**config.mk**
```make
export PLATFORM = sky130hd
export DESIGN_NAME = luma_contrast_stretch
export DESIGN_NICKNAME = d
export VERILOG_FILES = /design/src/hdl/lcs_pkg.sv /design/src/hdl/luma_contrast_stretch.sv /design/src/hdl/lcs_fifo.sv /design/src/hdl/lcs_front.sv /design/src/hdl/lcs_back.sv
export SDC_FILE = /design/constraint.sdc
export NUM_CORES = 2
export LEC_CHECK = 0
export BUFFER_PORTS_ARGS = -buffer_cell sky130_fd_sc_hd__buf_2
export CAP_MARGIN = 15
export CELL_PAD_IN_SITES_DETAIL_PLACEMENT = 1
export CELL_PAD_IN_SITES_GLOBAL_PLACEMENT = 2
export CORE_UTILIZATION = 39
export DETAILED_ROUTE_END_ITERATION = 10
export MAX_ROUTING_LAYER = met4
export PLACE_DENSITY_LB_ADDON = 0.1
export SKIP_CTS_REPAIR_TIMING = 1
export SLEW_MARGIN = 20
export SYNTH_ARGS = -nofsm -noshare
export SYNTH_HDL_FRONTEND = slang
export SYNTH_SLANG_ARGS = --single-unit
export TNS_END_PERCENT = 20
```
**constraint.sdc**
```tcl
create_clock -name clk -period 7.83 [get_ports clk]
set_input_delay 0.783 -clock clk [delete_from_list [all_inputs] [get_ports clk]]
set_output_delay 0.783 -clock clk [all_outputs]
set_load 0.03 [all_outputs]
```
**src/hdl/lcs_pkg.sv**
```systemverilog
`timescale 1ns / 1ps
// lcs_pkg: shared types, constants and helpers for the luma contrast stretch
// no dependencies; imported by every module of the block
package lcs_pkg;

    // fixed point format of luma: 8 integer bits, LUMA_FRACTION_BITS fraction bits
    localparam int LUMA_FRACTION_BITS = 16;
    localparam int LUMA_W  = 8 + LUMA_FRACTION_BITS;
    localparam int COEF_W  = LUMA_FRACTION_BITS + 1;
    localparam int PROD_W  = COEF_W + 8;
    localparam int SUM_W   = PROD_W + 2;

    // bt.601 weights, rounded to the fraction width
    localparam logic [COEF_W-1:0] COEF_R =
        COEF_W'((299 * (longint'(1) << LUMA_FRACTION_BITS) + 500) / 1000);
    localparam logic [COEF_W-1:0] COEF_G =
        COEF_W'((587 * (longint'(1) << LUMA_FRACTION_BITS) + 500) / 1000);
    localparam logic [COEF_W-1:0] COEF_B =
        COEF_W'((114 * (longint'(1) << LUMA_FRACTION_BITS) + 500) / 1000);

    // largest legal luma, 255.0
    localparam logic [LUMA_W-1:0] LUMA_TOP = {8'hFF, {LUMA_FRACTION_BITS{1'b0}}};

    // datapath widths of the mapping
    localparam int DIFF_W  = LUMA_W + 1;
    localparam int SPAN_W  = 9;
    localparam int NUM_W   = DIFF_W + SPAN_W;
    localparam int MAG_W   = LUMA_W + 8;
    localparam int CNT_W   = $clog2(MAG_W);
    localparam int Q_W     = MAG_W + 2;
    localparam int DELTA_W = MAG_W + 4;
    localparam int CHAN_W  = DELTA_W + 1;

    // queue between front and back
    localparam int QDEPTH  = 2;
    localparam int QPTR_W  = $clog2(QDEPTH);
    localparam int QCNT_W  = $clog2(QDEPTH + 1);

    // command codes
    localparam logic CMD_MEASURE = 1'b0;
    localparam logic CMD_ADJUST  = 1'b1;

    // configuration register indexes
    localparam int  CFG_INDEX_W = 1;
    localparam logic [CFG_INDEX_W-1:0] REG_OUT_MIN = 1'b0;
    localparam logic [CFG_INDEX_W-1:0] REG_OUT_MAX = 1'b1;

    // one adjust pixel on its way to the back end
    typedef struct packed {
        logic [7:0]               red;
        logic [7:0]               green;
        logic [7:0]               blue;
        logic [LUMA_W-1:0]        luma;
        logic signed [DIFF_W-1:0] diff;
        logic [LUMA_W-1:0]        den;
        logic                     flat;
    } lcs_entry_t;

    // queue status seen by both ends
    typedef struct packed {
        logic full;
        logic empty;
    } lcs_q_stat_t;

    typedef enum logic [1:0] {
        FR_IDLE,
        FR_MULT,
        FR_SUM,
        FR_APPLY
    } fr_state_t;

    typedef enum logic [2:0] {
        BK_IDLE,
        BK_MUL,
        BK_DIV,
        BK_ROUND,
        BK_LOAD
    } bk_state_t;

    // round a fixed point value half away from zero, clamp to 0..255
    function automatic logic [7:0] to_channel(input logic signed [CHAN_W-1:0] v);
        logic [CHAN_W-1:0] s;
        logic [CHAN_W-1:0] m;
        logic [7:0]        r;
        s = CHAN_W'(v) + CHAN_W'(1 << (LUMA_FRACTION_BITS - 1));
        m = s >> LUMA_FRACTION_BITS;
        if (v[CHAN_W-1])
        begin
            r = 8'd0;
        end
        else if (m > CHAN_W'(255))
        begin
            r = 8'hFF;
        end
        else
        begin
            r = m[7:0];
        end
        return r;
    endfunction

endpackage

```
**src/hdl/luma_contrast_stretch.sv**
```systemverilog
`timescale 1ns / 1ps
// luma_contrast_stretch: top level; the front end runs a pixel through mult, sum, apply
// an adjust pixel then passes the queue and the back end; the back end takes a new one
// only once the last is loaded, and flat ones skip the 32-step serial divider
// a two-entry queue lets measure pixels stream while the divider works
// reset (rst_n, async, low) sets out_min 0, out_max 255, empty range; no clearing pass
// depends on lcs_pkg, lcs_front, lcs_fifo, lcs_back
module luma_contrast_stretch
    import lcs_pkg::*;
(
    input  logic                   clk,
    input  logic                   rst_n,
    input  logic                   in_valid,
    output logic                   in_stall,
    input  logic                   command,
    input  logic                   frame_start,
    input  logic [7:0]             red_in,
    input  logic [7:0]             green_in,
    input  logic [7:0]             blue_in,
    output logic                   out_valid,
    input  logic                   out_stall,
    output logic [7:0]             red_out,
    output logic [7:0]             green_out,
    output logic [7:0]             blue_out,
    output logic                   flat_frame,
    input  logic                   cfg_valid,
    output logic                   cfg_ready,
    input  logic [CFG_INDEX_W-1:0] cfg_index,
    input  logic [7:0]             cfg_data
);

    logic [7:0]  out_min_reg;
    logic [7:0]  out_max_reg;
    logic        push;
    logic        pop;
    lcs_entry_t  push_entry;
    lcs_entry_t  head;
    lcs_q_stat_t q_stat;

    // configuration writes, always ready
    assign cfg_ready = 1'b1;

    always_ff @(posedge clk or negedge rst_n)
    begin
        if (!rst_n)
        begin
            out_min_reg <= 8'd0;
            out_max_reg <= 8'hFF;
        end
        else if (cfg_valid && cfg_ready)
        begin
            case (cfg_index)
                REG_OUT_MIN:
                begin
                    out_min_reg <= cfg_data;
                end
                REG_OUT_MAX:
                begin
                    out_max_reg <= cfg_data;
                end
                default:
                begin
                end
            endcase
        end
    end

    // front end: luma and range
    lcs_front u_front
    (
        .clk         (clk),
        .rst_n       (rst_n),
        .in_valid    (in_valid),
        .in_stall    (in_stall),
        .command     (command),
        .frame_start (frame_start),
        .red_in      (red_in),
        .green_in    (green_in),
        .blue_in     (blue_in),
        .q_stat      (q_stat),
        .push        (push),
        .push_entry  (push_entry)
    );

    // queue of adjust pixels
    lcs_fifo u_fifo
    (
        .clk        (clk),
        .rst_n      (rst_n),
        .push       (push),
        .push_entry (push_entry),
        .pop        (pop),
        .head       (head),
        .stat       (q_stat)
    );

    // back end: map, divide, round, output beat
    lcs_back u_back
    (
        .clk        (clk),
        .rst_n      (rst_n),
        .head       (head),
        .q_stat     (q_stat),
        .pop        (pop),
        .out_min    (out_min_reg),
        .out_max    (out_max_reg),
        .out_valid  (out_valid),
        .out_stall  (out_stall),
        .red_out    (red_out),
        .green_out  (green_out),
        .blue_out   (blue_out),
        .flat_frame (flat_frame)
    );

endmodule

```
**src/hdl/lcs_fifo.sv**
```systemverilog
`timescale 1ns / 1ps
// lcs_fifo: short queue of adjust pixels between the front and back ends
// depends on lcs_pkg
module lcs_fifo
    import lcs_pkg::*;
(
    input  logic        clk,
    input  logic        rst_n,
    input  logic        push,
    input  lcs_entry_t  push_entry,
    input  logic        pop,
    output lcs_entry_t  head,
    output lcs_q_stat_t stat
);

    lcs_entry_t          mem_reg [QDEPTH];
    logic [QPTR_W-1:0]   wr_ptr_reg;
    logic [QPTR_W-1:0]   rd_ptr_reg;
    logic [QCNT_W-1:0]   count_reg;
    logic [QCNT_W-1:0]   count_next;

    // status
    assign stat.full  = (count_reg == QCNT_W'(QDEPTH));
    assign stat.empty = (count_reg == '0);
    assign head       = mem_reg[rd_ptr_reg];

    // occupancy
    always_comb
    begin
        count_next = count_reg;
        if (push && !pop)
        begin
            count_next = count_reg + 1'b1;
        end
        else if (pop && !push)
        begin
            count_next = count_reg - 1'b1;
        end
    end

    // pointers
    always_ff @(posedge clk or negedge rst_n)
    begin
        if (!rst_n)
        begin
            wr_ptr_reg <= '0;
            rd_ptr_reg <= '0;
            count_reg  <= '0;
        end
        else
        begin
            count_reg <= count_next;
            if (push)
            begin
                wr_ptr_reg <= wr_ptr_reg + 1'b1;
            end
            if (pop)
            begin
                rd_ptr_reg <= rd_ptr_reg + 1'b1;
            end
        end
    end

    // storage
    always_ff @(posedge clk)
    begin
        if (push)
        begin
            mem_reg[wr_ptr_reg] <= push_entry;
        end
    end

endmodule

```
**src/hdl/lcs_front.sv**
```systemverilog
`timescale 1ns / 1ps
// lcs_front: accepts pixels, computes luma, tracks min and max, queues adjust pixels
// depends on lcs_pkg
module lcs_front
    import lcs_pkg::*;
(
    input  logic              clk,
    input  logic              rst_n,
    input  logic              in_valid,
    output logic              in_stall,
    input  logic              command,
    input  logic              frame_start,
    input  logic [7:0]        red_in,
    input  logic [7:0]        green_in,
    input  logic [7:0]        blue_in,
    input  lcs_q_stat_t       q_stat,
    output logic              push,
    output lcs_entry_t        push_entry
);

    fr_state_t          state_reg;
    fr_state_t          state_next;
    logic               cmd_reg;
    logic               start_reg;
    logic [7:0]         red_reg;
    logic [7:0]         green_reg;
    logic [7:0]         blue_reg;
    logic [PROD_W-1:0]  prod_r_reg;
    logic [PROD_W-1:0]  prod_g_reg;
    logic [PROD_W-1:0]  prod_b_reg;
    logic [LUMA_W-1:0]  y_reg;
    logic [LUMA_W-1:0]  y_next;
    logic [SUM_W-1:0]   sum;
    logic [LUMA_W-1:0]  min_reg;
    logic [LUMA_W-1:0]  max_reg;
    logic               accept;
    logic               measure_apply;

    // next state
    always_comb
    begin
        state_next = state_reg;
        case (state_reg)
            FR_IDLE:
            begin
                if (in_valid)
                begin
                    state_next = FR_MULT;
                end
            end
            FR_MULT:
            begin
                state_next = FR_SUM;
            end
            FR_SUM:
            begin
                state_next = FR_APPLY;
            end
            FR_APPLY:
            begin
                if (cmd_reg == CMD_MEASURE || !q_stat.full)
                begin
                    state_next = FR_IDLE;
                end
            end
            default:
            begin
                state_next = FR_IDLE;
            end
        endcase
    end

    // outputs
    always_comb
    begin
        in_stall      = 1'b1;
        push          = 1'b0;
        measure_apply = 1'b0;
        case (state_reg)
            FR_IDLE:
            begin
                in_stall = 1'b0;
            end
            FR_APPLY:
            begin
                push          = (cmd_reg == CMD_ADJUST) && !q_stat.full;
                measure_apply = (cmd_reg == CMD_MEASURE);
            end
            default:
            begin
                in_stall = 1'b1;
            end
        endcase
    end

    assign accept = in_valid && !in_stall;

    // luma sum with saturation
    assign sum = SUM_W'(prod_r_reg) + SUM_W'(prod_g_reg) + SUM_W'(prod_b_reg);
    assign y_next = (sum > SUM_W'(LUMA_TOP)) ? LUMA_TOP : sum[LUMA_W-1:0];

    // entry for the back end, with the range seen by this pixel
    assign push_entry.red   = red_reg;
    assign push_entry.green = green_reg;
    assign push_entry.blue  = blue_reg;
    assign push_entry.luma  = y_reg;
    assign push_entry.diff  = $signed({1'b0, y_reg}) - $signed({1'b0, min_reg});
    assign push_entry.den   = max_reg - min_reg;
    assign push_entry.flat  = (max_reg <= min_reg);

    // state and range registers
    always_ff @(posedge clk or negedge rst_n)
    begin
        if (!rst_n)
        begin
            state_reg <= FR_IDLE;
            min_reg   <= '1;
            max_reg   <= '0;
        end
        else
        begin
            state_reg <= state_next;
            if (measure_apply)
            begin
                if (start_reg)
                begin
                    min_reg <= y_reg;
                    max_reg <= y_reg;
                end
                else
                begin
                    if (y_reg < min_reg)
                    begin
                        min_reg <= y_reg;
                    end
                    if (y_reg > max_reg)
                    begin
                        max_reg <= y_reg;
                    end
                end
            end
        end
    end

    // pixel and luma datapath
    always_ff @(posedge clk)
    begin
        if (accept)
        begin
            cmd_reg   <= command;
            start_reg <= frame_start;
            red_reg   <= red_in;
            green_reg <= green_in;
            blue_reg  <= blue_in;
        end
        if (state_reg == FR_MULT)
        begin
            prod_r_reg <= PROD_W'(COEF_R) * PROD_W'(red_reg);
            prod_g_reg <= PROD_W'(COEF_G) * PROD_W'(green_reg);
            prod_b_reg <= PROD_W'(COEF_B) * PROD_W'(blue_reg);
        end
        if (state_reg == FR_SUM)
        begin
            y_reg <= y_next;
        end
    end

    // a measured pixel always leaves an ordered range
    assert property (@(posedge clk) disable iff (!rst_n)
        measure_apply |=> (min_reg <= max_reg))
        else $error("luma range out of order after measure");

    // only adjust pixels enter the queue
    assert property (@(posedge clk) disable iff (!rst_n)
        push |-> (cmd_reg == CMD_ADJUST) && !q_stat.full)
        else $error("bad push into queue");

    // luma stays within 0..255
    assert property (@(posedge clk) disable iff (!rst_n)
        (state_reg == FR_APPLY) |-> (y_reg <= LUMA_TOP))
        else $error("luma above 255");

endmodule

```
**src/hdl/lcs_back.sv**
```systemverilog
`timescale 1ns / 1ps
// lcs_back: maps queued pixels to the target luma range with a serial divider
// depends on lcs_pkg
module lcs_back
    import lcs_pkg::*;
(
    input  logic              clk,
    input  logic              rst_n,
    input  lcs_entry_t        head,
    input  lcs_q_stat_t       q_stat,
    output logic              pop,
    input  logic [7:0]        out_min,
    input  logic [7:0]        out_max,
    output logic              out_valid,
    input  logic              out_stall,
    output logic [7:0]        red_out,
    output logic [7:0]        green_out,
    output logic [7:0]        blue_out,
    output logic              flat_frame
);

    bk_state_t                 state_reg;
    bk_state_t                 state_next;
    lcs_entry_t                ent_reg;
    logic [MAG_W-1:0]          mag_reg;
    logic                      neg_reg;
    logic [LUMA_W-1:0]         rem_reg;
    logic [CNT_W-1:0]          cnt_reg;
    logic signed [DELTA_W-1:0] delta_reg;
    logic                      out_valid_reg;
    logic [7:0]                red_reg;
    logic [7:0]                green_reg;
    logic [7:0]                blue_reg;
    logic                      flat_reg;

    logic                      out_free;
    logic                      load;
    logic signed [SPAN_W-1:0]  span;
    logic signed [NUM_W-1:0]   num;
    logic [LUMA_W:0]           trial;
    logic                      ge;
    logic [LUMA_W:0]           trial_sub;
    logic                      round_up;
    logic [MAG_W:0]            qmag;
    logic signed [Q_W-1:0]     q_pos;
    logic signed [Q_W-1:0]     q_val;
    logic signed [DELTA_W-1:0] delta_next;
    logic signed [CHAN_W-1:0]  delta_ext;
    logic signed [CHAN_W-1:0]  chan_r;
    logic signed [CHAN_W-1:0]  chan_g;
    logic signed [CHAN_W-1:0]  chan_b;

    assign out_free = !out_valid_reg || !out_stall;

    // next state
    always_comb
    begin
        state_next = state_reg;
        case (state_reg)
            BK_IDLE:
            begin
                if (!q_stat.empty)
                begin
                    state_next = head.flat ? BK_LOAD : BK_MUL;
                end
            end
            BK_MUL:
            begin
                state_next = BK_DIV;
            end
            BK_DIV:
            begin
                if (cnt_reg == CNT_W'(MAG_W - 1))
                begin
                    state_next = BK_ROUND;
                end
            end
            BK_ROUND:
            begin
                state_next = BK_LOAD;
            end
            BK_LOAD:
            begin
                if (out_free)
                begin
                    state_next = BK_IDLE;
                end
            end
            default:
            begin
                state_next = BK_IDLE;
            end
        endcase
    end

    // outputs
    always_comb
    begin
        pop  = 1'b0;
        load = 1'b0;
        case (state_reg)
            BK_IDLE:
            begin
                pop = !q_stat.empty;
            end
            BK_LOAD:
            begin
                load = out_free;
            end
            default:
            begin
                pop  = 1'b0;
                load = 1'b0;
            end
        endcase
    end

    // signed numerator (y - min) * (out_max - out_min)
    assign span = $signed({1'b0, out_max}) - $signed({1'b0, out_min});
    assign num  = ent_reg.diff * span;

    // one restoring divide step
    assign trial     = {rem_reg, mag_reg[MAG_W-1]};
    assign ge        = (trial >= {1'b0, ent_reg.den});
    assign trial_sub = trial - {1'b0, ent_reg.den};

    // round quotient half away from zero, form newY - Y
    assign round_up   = ({rem_reg, 1'b0} >= {1'b0, ent_reg.den});
    assign qmag       = {1'b0, mag_reg} + (MAG_W + 1)'(round_up);
    assign q_pos      = $signed({{(Q_W - MAG_W - 1){1'b0}}, qmag});
    assign q_val      = neg_reg ? -q_pos : q_pos;
    assign delta_next = {{(DELTA_W - Q_W){q_val[Q_W-1]}}, q_val}
                      + $signed({{(DELTA_W - LUMA_W){1'b0}}, out_min,
                                 {LUMA_FRACTION_BITS{1'b0}}})
                      - $signed({{(DELTA_W - LUMA_W){1'b0}}, ent_reg.luma});

    // channels plus luma shift
    assign delta_ext = {delta_reg[DELTA_W-1], delta_reg};
    assign chan_r = $signed({{(CHAN_W - LUMA_W){1'b0}}, ent_reg.red,
                             {LUMA_FRACTION_BITS{1'b0}}}) + delta_ext;
    assign chan_g = $signed({{(CHAN_W - LUMA_W){1'b0}}, ent_reg.green,
                             {LUMA_FRACTION_BITS{1'b0}}}) + delta_ext;
    assign chan_b = $signed({{(CHAN_W - LUMA_W){1'b0}}, ent_reg.blue,
                             {LUMA_FRACTION_BITS{1'b0}}}) + delta_ext;

    // control registers
    always_ff @(posedge clk or negedge rst_n)
    begin
        if (!rst_n)
        begin
            state_reg     <= BK_IDLE;
            out_valid_reg <= 1'b0;
            cnt_reg       <= '0;
        end
        else
        begin
            state_reg <= state_next;
            if (load)
            begin
                out_valid_reg <= 1'b1;
            end
            else if (!out_stall)
            begin
                out_valid_reg <= 1'b0;
            end
            if (state_reg == BK_DIV)
            begin
                cnt_reg <= cnt_reg + 1'b1;
            end
            else
            begin
                cnt_reg <= '0;
            end
        end
    end

    // datapath registers
    always_ff @(posedge clk)
    begin
        if (pop)
        begin
            ent_reg <= head;
        end
        case (state_reg)
            BK_MUL:
            begin
                neg_reg <= num[NUM_W-1];
                mag_reg <= num[NUM_W-1] ? MAG_W'(-num) : MAG_W'(num);
                rem_reg <= '0;
            end
            BK_DIV:
            begin
                rem_reg <= ge ? trial_sub[LUMA_W-1:0] : trial[LUMA_W-1:0];
                mag_reg <= {mag_reg[MAG_W-2:0], ge};
            end
            BK_ROUND:
            begin
                delta_reg <= delta_next;
            end
            default:
            begin
            end
        endcase
        if (load)
        begin
            if (ent_reg.flat)
            begin
                red_reg   <= ent_reg.red;
                green_reg <= ent_reg.green;
                blue_reg  <= ent_reg.blue;
                flat_reg  <= 1'b1;
            end
            else
            begin
                red_reg   <= to_channel(chan_r);
                green_reg <= to_channel(chan_g);
                blue_reg  <= to_channel(chan_b);
                flat_reg  <= 1'b0;
            end
        end
    end

    assign out_valid  = out_valid_reg;
    assign red_out    = red_reg;
    assign green_out  = green_reg;
    assign blue_out   = blue_reg;
    assign flat_frame = flat_reg;

    // flat pixels never reach the divider
    assert property (@(posedge clk) disable iff (!rst_n)
        (state_reg == BK_DIV) |-> (ent_reg.den != '0))
        else $error("divide by zero range");

    // partial remainder stays below the divisor
    assert property (@(posedge clk) disable iff (!rst_n)
        (state_reg == BK_DIV) |-> (rem_reg < ent_reg.den))
        else $error("divider remainder out of range");

    // a new result beat only comes out of the load step
    assert property (@(posedge clk) disable iff (!rst_n)
        $rose(out_valid_reg) |-> $past(state_reg == BK_LOAD))
        else $error("result beat without load");

endmodule

```
==> Yosys cells after proc, flatten, opt, wreduce, memory -nomap -nowiden <==
Memory sizes are Yosys's and may differ from the RTL's.
Index checks and enable logic that the tools add are counted.
{ "word_totals": {"register_bits": 412, "latch_bits": 0, "ram_bits": 196, "rom_bits": 0, "inputBits": 40, "elab_cells": 152, "n_memories": 1} }
{ "classes": {"addsub": 22, "mul": 4, "div_mod_pow": 0, "magnitude_cmp": 9, "eq_ne": 15, "n_shift": 0, "mux": 39, "bitwise_logic": 2, "n_reduce_logical": 25} }
{ "mem_list": {"columns": ["name", "depth", "width", "rd", "rd_ports_with_merged_regs", "wr", "line", "text"], "rows": [
  ["u_fifo.mem_reg", 2, 98, 1, 0, 1, "lcs_fifo.sv:16", "lcs_entry_t mem_reg [QDEPTH];"]
]} }
{ "ops": {"columns": ["cell", "n"], "rows": [
  ["$mux W24", 5],
  ["$add A25 B36 Y37", 3],
  ["$add A37 B17 Y37 const B", 3],
  ["$mux W8", 9],
  ["$pmux W32 S2", 1],
  ["$gt A21 B8 Y1 const B", 3],
  ["$ge A25 B24 Y1", 2],
  ["$pmux W24 S2", 1],
  ["$sub A24 B24 Y24", 2],
  ["$mul A15 B8 Y23 const A", 2],
  ["$sub A36 B24 Y36", 1],
  ["$add A34 B25 Y35", 1],
  ["$mul A25 B9 Y34", 1],
  ["$mux W34", 1],
  ["$neg A33 Y34", 1],
  ["$add A32 B1 Y33", 1],
  ["$mux W32", 1],
  ["$neg A32 Y32", 1],
  ["$add A27 B21 Y27", 1],
  ["$gt A27 B24 Y1 const B", 1],
  ["$add A23 B24 Y25", 1],
  ["$sub A24 B24 Y25", 1],
  ["$gt A24 B24 Y1", 1],
  ["$le A24 B24 Y1", 1],
  ["30 further kinds", 71]
]} }

==> Longest topological paths before layout <==
{ "depth": {"word_depth": 8, "depth_mapped": 47} }

==> Hierarchy <==
Synthesis repeated with hierarchy kept, for this count alone.
{ "unflattened": {"cells_unflattened": 4307, "hier_area_um2": 47151.5} }
{ "modules_own_cells": {"columns": ["mod", "instances", "cells_each", "area_per_inst_um2"], "rows": [
  ["lcs_back", 1, 2444, 23364.9],
  ["lcs_front", 1, 1505, 15836.4],
  ["lcs_fifo", 1, 321, 7287.0],
  ["luma_contrast_stretch", 1, 37, 663.1]
]} }

==> Least setup slack after synthesis <==
Ideal clock, no wire load.
{ "synth_path": {"kind": "register -> register", "from": "register u_back.rem_reg[9]", "to": "register u_back.delta_reg[30] (data pin)", "setup_time_ns": 0.264, "arrival_ns": 8.249, "setup_slack_ns": -0.684, "path_stages_with_launch": 44, "path_cell_list": "edfxtp_1 ha_1 a21o_1 a21o_1 a21o_1 a21oi_1 o21bai_1 a21o_1 a21oi_1 nor2_1 nor2_1 o21ai_0 a21o_1 ha_1 ha_1 or4b_1 a31o_1 a221o_1 (+8 left out) o21ai_0 a21boi_0 o21ai_0 nand2_1 xor2_1 ha_1 nand3_1 nor2_1 a21oi_1 nand2_1 o21ai_0 nand2b_1 o21bai_1 or4_4 o32ai_4 nor2_2 a211oi_2 xor2_1"} }
{ "synth_via": {"elab_chain_cells": 6} }
{ "synth_lines": {"columns": ["item", "line", "text"], "rows": [
  ["from (decl)", "lcs_back.sv:27", "logic [LUMA_W-1:0] rem_reg;"],
  ["from (signal assigned)", "lcs_back.sv:193", "rem_reg <= ge ? trial_sub[LUMA_W-1:0] : trial[LUMA_W-1:0];"],
  ["$ge A25 B24 Y1 *", "lcs_back.sv:128", "assign round_up = ({rem_reg, 1'b0} >= {1'b0, ent_reg.den});"],
  ["$add A32 B1 Y33 *", "lcs_back.sv:129", "assign qmag = {1'b0, mag_reg} + (MAG_W + 1)'(round_up);"],
  ["$neg A33 Y34", "lcs_back.sv:131", "assign q_val = neg_reg ? -q_pos : q_pos;"],
  ["$mux W34 *", "lcs_back.sv:131", null],
  ["$add A34 B25 Y35 *", "lcs_back.sv:133", "+ $signed({{(DELTA_W - LUMA_W){1'b0}}, out_min,"],
  ["$sub A36 B24 Y36 *", "lcs_back.sv:135", "- $signed({{(DELTA_W - LUMA_W){1'b0}}, ent_reg.luma});"],
  ["net u_back.delta_next[30]", "lcs_back.sv:47", "logic signed [DELTA_W-1:0] delta_next;"],
  ["to (signal assigned)", "lcs_back.sv:198", "delta_reg <= delta_next;"],
  ["to (decl)", "lcs_back.sv:29", "logic signed [DELTA_W-1:0] delta_reg;"]
]} }
Mark *: on every way through the listed nets, which the timed path passes. The rest lies on a longest branch.
A chain may end at the register's enable or synchronous reset.

==> Final worst setup path <==
{ "layout_path": {"from": "register out_max_reg[1]", "to": "register u_back.mag_reg[30] (data pin)"} }
{ "layout_via": {"elab_chain_cells": 5} }
{ "layout_lines": {"columns": ["item", "line", "text"], "rows": [
  ["from (decl)", "luma_contrast_stretch.sv:33", "logic [7:0] out_max_reg;"],
  ["from (signal assigned)", "luma_contrast_stretch.sv:59", "out_max_reg <= cfg_data;"],
  ["$sub A8 B8 Y9 *", "lcs_back.sv:119", "assign span = $signed({1'b0, out_max}) - $signed({1'b0, out_min});"],
  ["$mul A25 B9 Y34 *", "lcs_back.sv:120", "assign num = ent_reg.diff * span;"],
  ["$neg A32 Y32", "lcs_back.sv:188", "mag_reg <= num[NUM_W-1] ? MAG_W'(-num) : MAG_W'(num);"],
  ["$mux W32 *", "lcs_back.sv:188", null],
  ["$pmux W32 S2 *", "lcs_back.sv:184", "case (state_reg)"],
  ["to (signal assigned)", "lcs_back.sv:188", null],
  ["to (signal assigned)", "lcs_back.sv:194", "mag_reg <= {mag_reg[MAG_W-2:0], ge};"],
  ["to (decl)", "lcs_back.sv:25", "logic [MAG_W-1:0] mag_reg;"]
]} }
Every way passes the cells marked *; elsewhere a longest branch is shown, timed or not.

==> impl_metrics.env <==
export IMPL_totalWireLength_um=131000
export IMPL_drt_iter0_drc=1687
export IMPL_r2r_end="u_back.mag_reg[30]$_DFFE_PP_"
export IMPL_synth_top_cell_area_share_pct=32.7
export IMPL_yosys_warnings=0
export IMPL_clock_root_buffer="clkbuf_16"
export IMPL_yosysMostFrequentCell="inv_1"
export IMPL_critPathLaunchType="flip-flop"
export IMPL_syn2layout_area_growth_pct=15.7
export IMPL_htreeDepth=3
export IMPL_hold_viol_final=0
export IMPL_max_clock_path_buffers=3
export IMPL_die_w_um=350
export IMPL_fin_crit_sh_pct=101
export IMPL_num_vias=34000
export IMPL_ff2ff_path_depth=31
export IMPL_design_area_sq_mm=0.0546
export IMPL_antenna_found_initial=13
export IMPL_rr_startpoint="out_max_reg[1]$_DFFE_PN1P_"
export IMPL_start_util_pct=39.4
export IMPL_fmax_mhz=126
export IMPL_grt_max_degree=72
export IMPL_setup_violations_final=6
export IMPL_cts_sinks=593
export IMPL_path_class="flip-flop to flip-flop"
export IMPL_avgSynthCellArea_sq_um=10.4
export IMPL_max_slew_margin_pct=28.5
export IMPL_synth_enable_flop_cells=514
export IMPL_cap_violations=0
export IMPL_hold_class="input pin to asynchronous set/reset pin"
export IMPL_synthFlopType="edfxtp_1"
export IMPL_critPathTopFamily="adder cells"
export IMPL_fill_cells=13100
export IMPL_dpl_instance_area_sq_mm=0.0512
export IMPL_drv_slew=0
export IMPL_rsz0062_at_grt="yes"
export IMPL_drc_errors=0
export IMPL_rrSetupSlack_ps=-80
export IMPL_wl_per_cell_um=20.2
export IMPL_tightest_slew_ps=1070
export IMPL_ys_seq_elements=593
export IMPL_max_stage_delay_ps=570
export IMPL_routed_via_density=5.23
export IMPL_arrival_ps=8310
export IMPL_layout_min_cycle_time_ps=7910
export IMPL_numCtsBuffers=72
export IMPL_status="finished with violations"
export IMPL_track_usage_pct=22.3
export IMPL_setup_ws_ps=-77.5
export IMPL_fin_skew_ps=40.4
export IMPL_dp_hpwl_um=103000
export IMPL_ys_top_cells_by_area="edfxtp_1, ha_1, fa_1"
export IMPL_yosys_top_cells_count="inv_1, edfxtp_1, ha_1"
export IMPL_clk_pin_slew_worst_paths_ps=60
export IMPL_seq_area_frac_synth_pct=37.0
export IMPL_critPathSlowestCell="or4b_4"
export IMPL_num_rows=127
export IMPL_clkLatencyLatePin_ps=650
export IMPL_synthesis_nets=5283
export IMPL_num_io_pins=68
export IMPL_multi_input_area_sq_mm=0.0283
export IMPL_crit_required_ps=8230
export IMPL_cts_tree="yes"
export IMPL_synth_top_cell_by_area="edfxtp_1"
export IMPL_die_h_um=350
export IMPL_finalNetCount=5581
export IMPL_synthArstFlopShare_pct=13.3
export IMPL_synthCells=4522
export IMPL_drive_above_1_share_pct=16.6
export IMPL_grt_pass1_wl_um=206000
export IMPL_grt_pass1_vias=35900
export IMPL_drtAntennaViolNets=0
export IMPL_cp_max_fo=5
export IMPL_core_area_sq_mm=0.120
export IMPL_numPortBuffers=66
export IMPL_violations="setup timing"
export IMPL_crit_buf_inv=3
export IMPL_drt_pass1_iterations=5
export IMPL_largest_register_ffs=196
export IMPL_synthesis_area_sq_mm=0.0472
export IMPL_gp_congestion=0.838
export IMPL_overflow=0
export IMPL_dieArea_sq_mm=0.122
export IMPL_yosysUniqueCellTypes=90
export IMPL_regArea_sq_mm=0.0175
export IMPL_path_common_cell="fa_1"
export IMPL_critPathCaptureType="flip-flop"
==> worst reg2reg max path, delay by kind of cell (launching register included) <==
kind | cells | cell delay [ps]
compound gates | 10 | 1880
flops | 1 | 560
buf+inv | 3 | 130
fa+ha+maj | 7 | 2960
mux | 1 | 260
xor+xnor | 3 | 410
simple gates | 7 | 1460
==> per-layer routing <==
layer	GRT usage, %	share of wire (%)	vias up
met5	-	0	-
met4	4.91	1.9	0
met3	3.02	3.2	128
met2	35.0	46	366
met1	30.5	49	17000
li1	-	-	16400
==> how the worst max path moves through the flow <==
stage	from	to	slack, ps	cells past startpoint
CTS	u_back.ent_reg[2]$_DFFE_PP_	u_back.delta_reg[30]$_DFFE_PN_	-450	43
floorplan	u_back.rem_reg[9]$_SDFFCE_PN0P_	u_back.delta_reg[30]$_DFFE_PN_	-20	43
global route	u_back.ent_reg[11]$_DFFE_PP_	u_back.delta_reg[33]$_DFFE_PN_	-470	43
detailed placement	u_back.ent_reg[2]$_DFFE_PP_	u_back.delta_reg[30]$_DFFE_PN_	-390	43
global placement	u_back.ent_reg[11]$_DFFE_PP_	u_back.delta_reg[30]$_DFFE_PN_	-270	43
finish	out_max_reg[1]$_DFFE_PN1P_	u_back.mag_reg[30]$_DFFE_PP_	-80	31
==> through the flow <==
stage	instances	hold WS [ps]	utilization (%)	setup WS [ps]	TNS, ps
5_1_grt	6492	83.1	45.5	-468	-6640
6_report	6492	81.7	45.5	-77.5	-240
2_1_floorplan	4522	433	-	-21.1	-21.1
4_1_cts	6467	50.1	44.7	-454	-13060
3_3_place_gp	6338	459	42.7	-267	-7710
3_5_place_dp	6338	464	42.7	-388	-11820
==> area by class of cell <==
| type | count | area share, % |
|---|---|---|
| Multi-Input combinational cell | 3297 | 51.8 |
| Sequential cell | 593 | 32.0 |
| Timing Repair Buffer | 336 | 4.60 |
| Tap cell | 1612 | 3.69 |
| Inverter | 520 | 3.58 |
| Clock buffer | 84 | 3.42 |
| Clock inverter | 45 | 0.967 |
| Antenna cell | 5 | 0.0229 |
==> cells in the final DEF, fill, tap and decap left out, drive strengths merged, types with 51 or more instances in the layout <==
cell type / count
inv: 521
edfxtp: 514
ha: 467
buf: 334
nand2: 331
fa: 254
nor2: 251
xnor2: 236
a21oi: 220
o21ai: 201
mux2: 135
and2: 122
xor2: 121
a21o: 86
clkbuf: 86
nand2b: 85
nor3: 80
nand3: 66
nor2b: 64
nand4: 51
==> logic make-up after synthesis <==
logic type               after synthesis  share of synthesized area [%]
AND/OR/NAND/NOR                     1240                           13.3
adder cells (fa/ha/maj)              721                           23.1
buffers and inverters                632                           5.08
other                                  1                        0.00794
multiplexers                         147                           3.47
XOR/XNOR                             358                           6.67
AO/OA/AOI/OAI                        830                           11.4
flip-flops                           593                           37.0
Power is left out: the tool's default activity adds up to more than one toggle a clock period on the data nets, which glitch-free logic cannot reach.
